## config.mk

```make
export PLATFORM = sky130hd
export DESIGN_NAME = mpu_region_match_table
export DESIGN_NICKNAME = d
export VERILOG_FILES = /design/src/rtl/mpu_rmt_pkg.sv /design/src/rtl/mpu_rmt_lookup.sv /design/src/rtl/mpu_rmt_table.sv /design/src/rtl/mpu_region_match_table.sv
export SDC_FILE = /design/constraint.sdc
export NUM_CORES = 2
export LEC_CHECK = 0
export ABC_AREA = 1
export BUFFER_PORTS_ARGS = -buffer_cell sky130_fd_sc_hd__buf_2
export CAP_MARGIN = 40
export CORE_MARGIN = 1
export CORE_UTILIZATION = 52
export CTS_CLUSTER_DIAMETER = 60
export DETAILED_ROUTE_END_ITERATION = 10
export PLACE_DENSITY_LB_ADDON = 0.1
export RECOVER_POWER = 50
export SYNTH_ARGS = -nofsm -noshare
export SYNTH_HDL_FRONTEND = slang
export SYNTH_SLANG_ARGS = --single-unit
```

## constraint.sdc

```tcl
create_clock -name clk -period 20.7 [get_ports clk]
set_input_delay 6.21 -clock clk [delete_from_list [all_inputs] [get_ports clk]]
set_output_delay 6.21 -clock clk [all_outputs]
set_load 0.01 [all_outputs]
```

## src/rtl/mpu_rmt_pkg.sv

```systemverilog
// Shared types and constants for the MPU region match table.
`timescale 1ns / 1ps
`default_nettype none

package mpu_rmt_pkg;

  localparam int REGIONS    = 8;
  localparam int IDX_W      = $clog2(REGIONS);
  localparam int ADDR_W     = 48;
  localparam int FLAG_W     = 5;
  localparam int ENABLE_BIT = 4;

  typedef logic [ADDR_W-1:0] addr_t;
  typedef logic [FLAG_W-1:0] flags_t;
  typedef logic [IDX_W-1:0]  idx_t;

  typedef enum logic {
    FUNC_LOOKUP = 1'b0,
    FUNC_WRITE  = 1'b1
  } func_t;

  // Region update, applied when the request leaves the input stage.
  typedef struct packed {
    logic   en;
    idx_t   idx;
    addr_t  base;
    addr_t  mask;
    flags_t flags;
  } region_wr_t;

  // One request as held in the input stage.
  typedef struct packed {
    flags_t region_flags;
    addr_t  region_mask;
    addr_t  region_base;
    idx_t   region_index;
    func_t  func;
    addr_t  data_addr;
    addr_t  fetch_addr;
  } req_t;

  // Result word, fetch flags in the low bits.
  typedef struct packed {
    flags_t data_flags;
    flags_t fetch_flags;
  } rsp_t;

endpackage : mpu_rmt_pkg

`default_nettype wire

```

## src/rtl/mpu_rmt_lookup.sv

```systemverilog
// Priority match of one address against all regions; highest index wins.
`timescale 1ns / 1ps
`default_nettype none

module mpu_rmt_lookup (
  input  wire  mpu_rmt_pkg::addr_t  addr,
  input  wire  mpu_rmt_pkg::addr_t  base_tab  [mpu_rmt_pkg::REGIONS],
  input  wire  mpu_rmt_pkg::addr_t  mask_tab  [mpu_rmt_pkg::REGIONS],
  input  wire  mpu_rmt_pkg::flags_t flag_tab  [mpu_rmt_pkg::REGIONS],
  output logic [mpu_rmt_pkg::FLAG_W-1:0] flags
);
  import mpu_rmt_pkg::*;

  logic [REGIONS-1:0] hit;

  always_comb begin
    for (int i = 0; i < REGIONS; i++) begin
      hit[i] = flag_tab[i][ENABLE_BIT] && (base_tab[i] == (addr & mask_tab[i]));
    end
  end

  always_comb begin
    flags = '0;
    for (int i = 0; i < REGIONS; i++) begin
      if (hit[i]) begin
        flags = flag_tab[i];
      end
    end
  end

endmodule : mpu_rmt_lookup

`default_nettype wire

```

## src/rtl/mpu_rmt_table.sv

```systemverilog
// Region table storage with one write port and two lookup ports.
`timescale 1ns / 1ps
`default_nettype none

module mpu_rmt_table (
  input  wire                         clk,
  input  wire                         rst_n,
  input  wire  mpu_rmt_pkg::region_wr_t wr,
  input  wire  mpu_rmt_pkg::addr_t     fetch_addr,
  input  wire  mpu_rmt_pkg::addr_t     data_addr,
  output logic [mpu_rmt_pkg::FLAG_W-1:0] fetch_flags,
  output logic [mpu_rmt_pkg::FLAG_W-1:0] data_flags
);
  import mpu_rmt_pkg::*;

  addr_t  base_r [REGIONS];
  addr_t  mask_r [REGIONS];
  flags_t flag_r [REGIONS];

  // A region written disabled stores all-ones base and mask.
  always_ff @(posedge clk) begin
    if (!rst_n) begin
      for (int i = 0; i < REGIONS; i++) begin
        base_r[i] <= '0;
        mask_r[i] <= '0;
        flag_r[i] <= '1;
      end
    end else if (wr.en) begin
      if (wr.flags[ENABLE_BIT]) begin
        base_r[wr.idx] <= wr.base;
        mask_r[wr.idx] <= wr.mask;
      end else begin
        base_r[wr.idx] <= '1;
        mask_r[wr.idx] <= '1;
      end
      flag_r[wr.idx] <= wr.flags;
    end
  end

  mpu_rmt_lookup u_fetch (
    .addr     (fetch_addr),
    .base_tab (base_r),
    .mask_tab (mask_r),
    .flag_tab (flag_r),
    .flags    (fetch_flags)
  );

  mpu_rmt_lookup u_data (
    .addr     (data_addr),
    .base_tab (base_r),
    .mask_tab (mask_r),
    .flag_tab (flag_r),
    .flags    (data_flags)
  );

endmodule : mpu_rmt_table

`default_nettype wire

```

## src/rtl/mpu_region_match_table.sv

```systemverilog
// Top level of the MPU region match table: input stage, lookup, result register.
// Usage:
//   Each request on the in_ channel carries a fetch address and a data
//   address, plus an optional region update selected by in_tuser (func).
//   Both addresses are checked against the eight regions as they stood
//   before the request; the highest enabled matching region supplies the
//   flags, zero when none matches. The region update then takes effect
//   for all later requests.
//   Path: an accepted request is held in the input stage register, then its
//   result is captured in the result register that drives out_tvalid/out_tdata.
//   Throughput: one request per cycle while out_tready stays high; the path
//   from the input stage register through two parallel compare-and-priority
//   trees to the result register sets the cycle time.
//   Reset: rst_n low (synchronous) empties both stages and restores every
//   region to base 0, mask 0, all flags set, so every address matches.
//   Stall: while out_tready is low the result holds; one more request is
//   taken into the input stage, then in_tready drops until the result
//   is taken.
`timescale 1ns / 1ps
`default_nettype none

module mpu_region_match_table (
  input  wire          clk,
  input  wire          rst_n,
  input  wire          in_tvalid,
  output logic         in_tready,
  // fetch_addr[47:0], data_addr[95:48], region_index[98:96],
  // region_base[146:99], region_mask[194:147], region_flags[199:195]
  input  wire  [199:0] in_tdata,
  // func[0]
  input  wire  [0:0]   in_tuser,
  output logic         out_tvalid,
  input  wire          out_tready,
  // fetch_flags[4:0], data_flags[9:5], zero pad [15:10]
  output logic [15:0]  out_tdata
);
  import mpu_rmt_pkg::*;

  logic       s1_valid_r, s1_valid_nxt;
  req_t       s1_req_r;
  logic       out_valid_r, out_valid_nxt;
  rsp_t       out_rsp_r;
  logic       in_fire, s1_fire;
  region_wr_t wr;
  flags_t     fetch_flags, data_flags;
  req_t       in_req;

  // Unpack the incoming request.
  always_comb begin
    in_req.fetch_addr   = in_tdata[47:0];
    in_req.data_addr    = in_tdata[95:48];
    in_req.func         = func_t'(in_tuser[0]);
    in_req.region_index = in_tdata[98:96];
    in_req.region_base  = in_tdata[146:99];
    in_req.region_mask  = in_tdata[194:147];
    in_req.region_flags = in_tdata[199:195];
  end

  // Advance the input stage when the result register is free or draining.
  assign s1_fire   = s1_valid_r && (!out_valid_r || out_tready);
  assign in_tready = !s1_valid_r || s1_fire;
  assign in_fire   = in_tvalid && in_tready;

  always_comb begin
    s1_valid_nxt = s1_valid_r;
    if (in_fire) begin
      s1_valid_nxt = 1'b1;
    end else if (s1_fire) begin
      s1_valid_nxt = 1'b0;
    end
  end

  always_comb begin
    out_valid_nxt = out_valid_r;
    if (s1_fire) begin
      out_valid_nxt = 1'b1;
    end else if (out_tready) begin
      out_valid_nxt = 1'b0;
    end
  end

  always_ff @(posedge clk) begin
    if (!rst_n) begin
      s1_valid_r  <= 1'b0;
      out_valid_r <= 1'b0;
    end else begin
      s1_valid_r  <= s1_valid_nxt;
      out_valid_r <= out_valid_nxt;
    end
  end

  // Payload registers: capture on accept, hold otherwise.
  always_ff @(posedge clk) begin
    if (in_fire) begin
      s1_req_r <= in_req;
    end
    if (s1_fire) begin
      out_rsp_r.fetch_flags <= fetch_flags;
      out_rsp_r.data_flags  <= data_flags;
    end
  end

  // Commit the region update together with the lookup result, so later
  // requests see it and this one does not.
  always_comb begin
    wr.en    = s1_fire && (s1_req_r.func == FUNC_WRITE);
    wr.idx   = s1_req_r.region_index;
    wr.base  = s1_req_r.region_base;
    wr.mask  = s1_req_r.region_mask;
    wr.flags = s1_req_r.region_flags;
  end

  mpu_rmt_table u_table (
    .clk         (clk),
    .rst_n       (rst_n),
    .wr          (wr),
    .fetch_addr  (s1_req_r.fetch_addr),
    .data_addr   (s1_req_r.data_addr),
    .fetch_flags (fetch_flags),
    .data_flags  (data_flags)
  );

  assign out_tvalid = out_valid_r;
  assign out_tdata  = {6'b0, out_rsp_r};

  // A nonzero result always comes from an enabled region.
  a_fetch_enabled: assert property (@(posedge clk) disable iff (!rst_n)
    out_valid_r |-> (out_rsp_r.fetch_flags == '0 || out_rsp_r.fetch_flags[ENABLE_BIT]))
    else $error("fetch result from a disabled region");

  a_data_enabled: assert property (@(posedge clk) disable iff (!rst_n)
    out_valid_r |-> (out_rsp_r.data_flags == '0 || out_rsp_r.data_flags[ENABLE_BIT]))
    else $error("data result from a disabled region");

  // A held request moves on as soon as the result register is empty.
  a_stage_advance: assert property (@(posedge clk) disable iff (!rst_n)
    (s1_valid_r && !out_valid_r) |=> out_valid_r)
    else $error("input stage did not advance into empty result register");

  // Region updates only happen when a request leaves the input stage.
  a_write_gated: assert property (@(posedge clk) disable iff (!rst_n)
    wr.en |-> (s1_valid_r && (!out_valid_r || out_tready)))
    else $error("region write without a request moving");

endmodule : mpu_region_match_table

`default_nettype wire
```

==> flow_summary.yaml <==
synthesis:
  syn-mean-instance-area_um2: 7.74
  netlist_instances: 6192
  post_synth_most_frequent_cells: "1516 x sky130_fd_sc_hd__nand2_1, 939 x sky130_fd_sc_hd__nor2_1, 810 x sky130_fd_sc_hd__dfxtp_1"
  yosys_warnings: 0
  postSynthRegisterBits: 1021
  yosys.area.top_type_share_pct: 33.8
  post_synth_num_cell_types: 43
  synth.area.top_cells: "sky130_fd_sc_hd__dfxtp_1 34%, sky130_fd_sc_hd__edfxtp_1 13%, sky130_fd_sc_hd__nand2_1 12%, sky130_fd_sc_hd__nor2_1 7.4%, sky130_fd_sc_hd__a211oi_1 7.2%"
  synth_enable_flop_cells: 211
  synth-seq-area-share_pct: 47.1
  synth_largest_area_cell: "sky130_fd_sc_hd__dfxtp_1"
  post_synth_instance_area_mm2: 0.0479
  synth.most_common_cell: "sky130_fd_sc_hd__nand2_1"
  post_synth_arst_share_pct: 0
  synth_ff_type: "sky130_fd_sc_hd__dfxtp_1"
detailed_routing:
  antenna_violating_nets_post_route: 0
  drc: 8
  routed-via-count: 49800
  drt_pre_antenna_iters: 11
  totalWireLength_mm: 249
  wl_per_cell_um: 32.5
  viasPerCell: 6.48
  drtIter0Drc: 9467
timing:
  tightest_slew_ns: 4.31
  timing.final.crit_period_ns: 16.73
  setup_viol: 0
  clock-skew-final_ns: 0.0226
  setup_tns_ns: 0
  finalHoldViolations: 0
  timing.final.max_slew_violations: 999
  fin_ws_ns: 3.97
  fmaxAchievable_mhz: 59.8
  worst_slew_margin_rel_pct: -189
  post-route-period-util_pct: 80.8
  grt_setup_unrepaired: "false"
worst_setup_path:
  worstReg2RegStart: "out_tvalid"
  reg2regPathDepth: 12
  arrival_time_reported_for_the_critical_path_endpoint_ns: 17.37
  timing.setup.critical_path_class: "input port to flip-flop"
  critical_path_source_type: "input port"
  ff2ff_setup_slack_ns: 12.94
  required_ns: 21.34
  rr_endpoint: "u_table.mask_r[3]"
  critical_path_peak_fanout: 128
  critPathCaptureType: "flip-flop"
pwr:
  sw_frac_of_total_pct: 28.9
  p_seq_share_pct: 43.8
  internal-power_mw: 3.49
  max-vdd-ir-drop_mv: 0.0812
  power_per_cell_area_mw_per_mm2: 89.3
  comb_power_share_pct: 12.2
  leakage_nw: 20.9
  power.clock.fraction_pct: 44.0
  switching_power_mw: 1.42
status:
  violated_checks: "DRC, capacitance limit, slew limit"
  outcome: "complete, but fails checks"
clock_tree:
  clk_pin_slew_worst_paths_ns: 0.06
  clock_sinks: 1021
  worstSkewPairLatency_ns: 0.75
  post_cts_buffers: 0
  postCtsHoldBufs: 0
  cts_tree: "done"
  cts_buffers: 114
  cts_max_path_buffers: 3
  ctsRootBufferMaster: "sky130_fd_sc_hd__clkbuf_16"
  resized_cells_post_cts: 0
  cts_max_level: 3
finish:
  areaGrowthSynthToFinish_pct: 14.6
  multi_input_area_mm2: 0.0226
  num-nets-final: 6573
  final_layout_size_suffix_gt1_share_pct: 10.9
  final_core_utilization_pct: 60.6
  n_fill_cell: 8430
  stdcell_count: 7684
  regArea_mm2: 0.0226
  fin_area_mm2: 0.0549
placement:
  place_hpwl_mm: 178
  gp_congestion: 1.16
  detailedPlace.worstSlack_ns: 7.86
  dp.cells: 7417
  placed_area_mm2: 0.0510
  buffer_ports.inserted: 216
worst_hold_path:
  timing.hold.worst.start: "u_table.flag_r[34]"
  hold_path_class: "flip-flop to flip-flop"
  min_path_cells: 2
  timing.hold.worst_endpoint: "u_table.flag_r[34]"
die:
  initial_core_util_pct: 52.8
  design.die.area_mm2: 0.0934
  placement_rows: 110
  dieHeight_um: 306
  die_span_in_x_um: 306
  floorplan.core_area_mm2: 0.0907
  floorplan.io_pins: 223
global_route:
  wire_length_of_the_first_global_routing_pass_mm: 333
  globalRouteOverflowTotal: 0
  track_usage_pct: 52.0
  grt_pass1_vias: 42600
  grt_max_degree: 129
  antenna_violations_before_repair: 39
flow_run:
  timing.max_cap.violations: 18
[power groups by stage]
stage	combinational [mW]	clock [mW]	sequential (mW)
final	0.598	2.16	2.15
after global routing	0.595	2.23	2.15
after CTS	0.549	2.15	2.14
after detailed placement	0.547	0	2.18
after global placement	0.505	0	2.20
after floorplan	0.272	0	2.15
[through the flow]
step                hold WS, ns  power (mW)
floorplan                 0.440        2.42
global placement          0.469        2.70
detailed placement        0.478        2.73
CTS                       0.492        4.84
global route              0.517        4.97
finish                    0.501        4.91
[cells by family (layout without fill, tap and decap cells)]
group / Yosys count / in the layout / synth area share, %
XOR/XNOR: 274 / 274 / 5.01
AND/OR/NAND/NOR: 2833 / 2833 / 23.7
buffers and inverters: 622 / 894 / 6.15
AO/OA/AOI/OAI: 1441 / 1441 / 18.1
other: 1 / 45 / 0.00782
flip-flops: 1021 / 1021 / 47.1
[per-layer routing]
metal,GRT usage [%],up-vias,routed length [µm]
li1,-,21400,-
met2,68.5,4270,94900
met1,63.5,23100,87100
met3,23.8,1098,41500
met5,1.19,-,433
met4,44.3,18,25500
[cell type report]
type / instances / share of cell area (%)
Timing Repair Buffer: 426 / 6.05
Clock inverter: 57 / 1.17
Clock buffer: 160 / 6.03
Sequential cell: 1021 / 41.0
Antenna cell: 39 / 0.178
Inverter: 251 / 1.76
Multi-Input combinational cell: 4554 / 41.1
Tap cell: 1176 / 2.68
[worst max-delay path: stages]
cell	delay [ns]
sky130_fd_sc_hd__clkbuf_1	2.75
sky130_fd_sc_hd__clkinvlp_2	5.64
sky130_fd_sc_hd__buf_4	1.56
sky130_fd_sc_hd__buf_4	0.38
sky130_fd_sc_hd__buf_16	0.26
sky130_fd_sc_hd__a211oi_1	0.28
[cell usage in the layout (no fill, tap or decap), drive strengths merged]
| cell type | Yosys | layout |
|---|---|---|
| a211oi | 458 | 458 |
| a21boi | 2 | 2 |
| a21oi | 332 | 332 |
| a221oi | 22 | 22 |
| a22o | 30 | 30 |
| a31oi | 1 | 1 |
| and2 | 1 | 1 |
| buf | 229 | 394 |
| bufinv | 0 | 11 |
| clkbuf | 142 | 192 |
| clkinv | 2 | 32 |
| clkinvlp | 0 | 11 |
| conb | 1 | 6 |
| dfxtp | 810 | 810 |
| diode | 0 | 39 |
| edfxtp | 211 | 211 |
| inv | 249 | 254 |
| nand2 | 1538 | 1538 |
| nand3 | 229 | 229 |
| nand3b | 15 | 15 |
| nand4 | 47 | 47 |
| nor2 | 960 | 960 |
| nor3 | 26 | 26 |
| nor4 | 11 | 11 |
| o2111ai | 1 | 1 |
| o211ai | 3 | 3 |
| o21a | 1 | 1 |
| o21ai | 511 | 511 |
| o22ai | 80 | 80 |
| or2 | 6 | 6 |
| xnor2 | 88 | 88 |
| xor2 | 186 | 186 |
[how the worst max path moves through the flow]
stage               startpoint  cells past startpoint  slack [ns]                   to
floorplan           out_tready                      2        8.10            in_tready
global placement    out_tready                      4        7.83            in_tready
detailed placement  out_tready                      4        7.86            in_tready
CTS                 out_tready                      4        7.86            in_tready
global route             rst_n                      5        3.94  u_table.mask_r[260]
finish                   rst_n                      6        3.97  u_table.mask_r[307]
[state kept, by name, summed over array words and instances, names as in the netlist]
signal          count
u_table.mask_r    384
u_table.flag_r     40
u_table.base_r    384
out_tdata          10
out_tvalid          1
s1_valid_r          1
s1_req_r          201
Power figures use the tool's default switching activity.
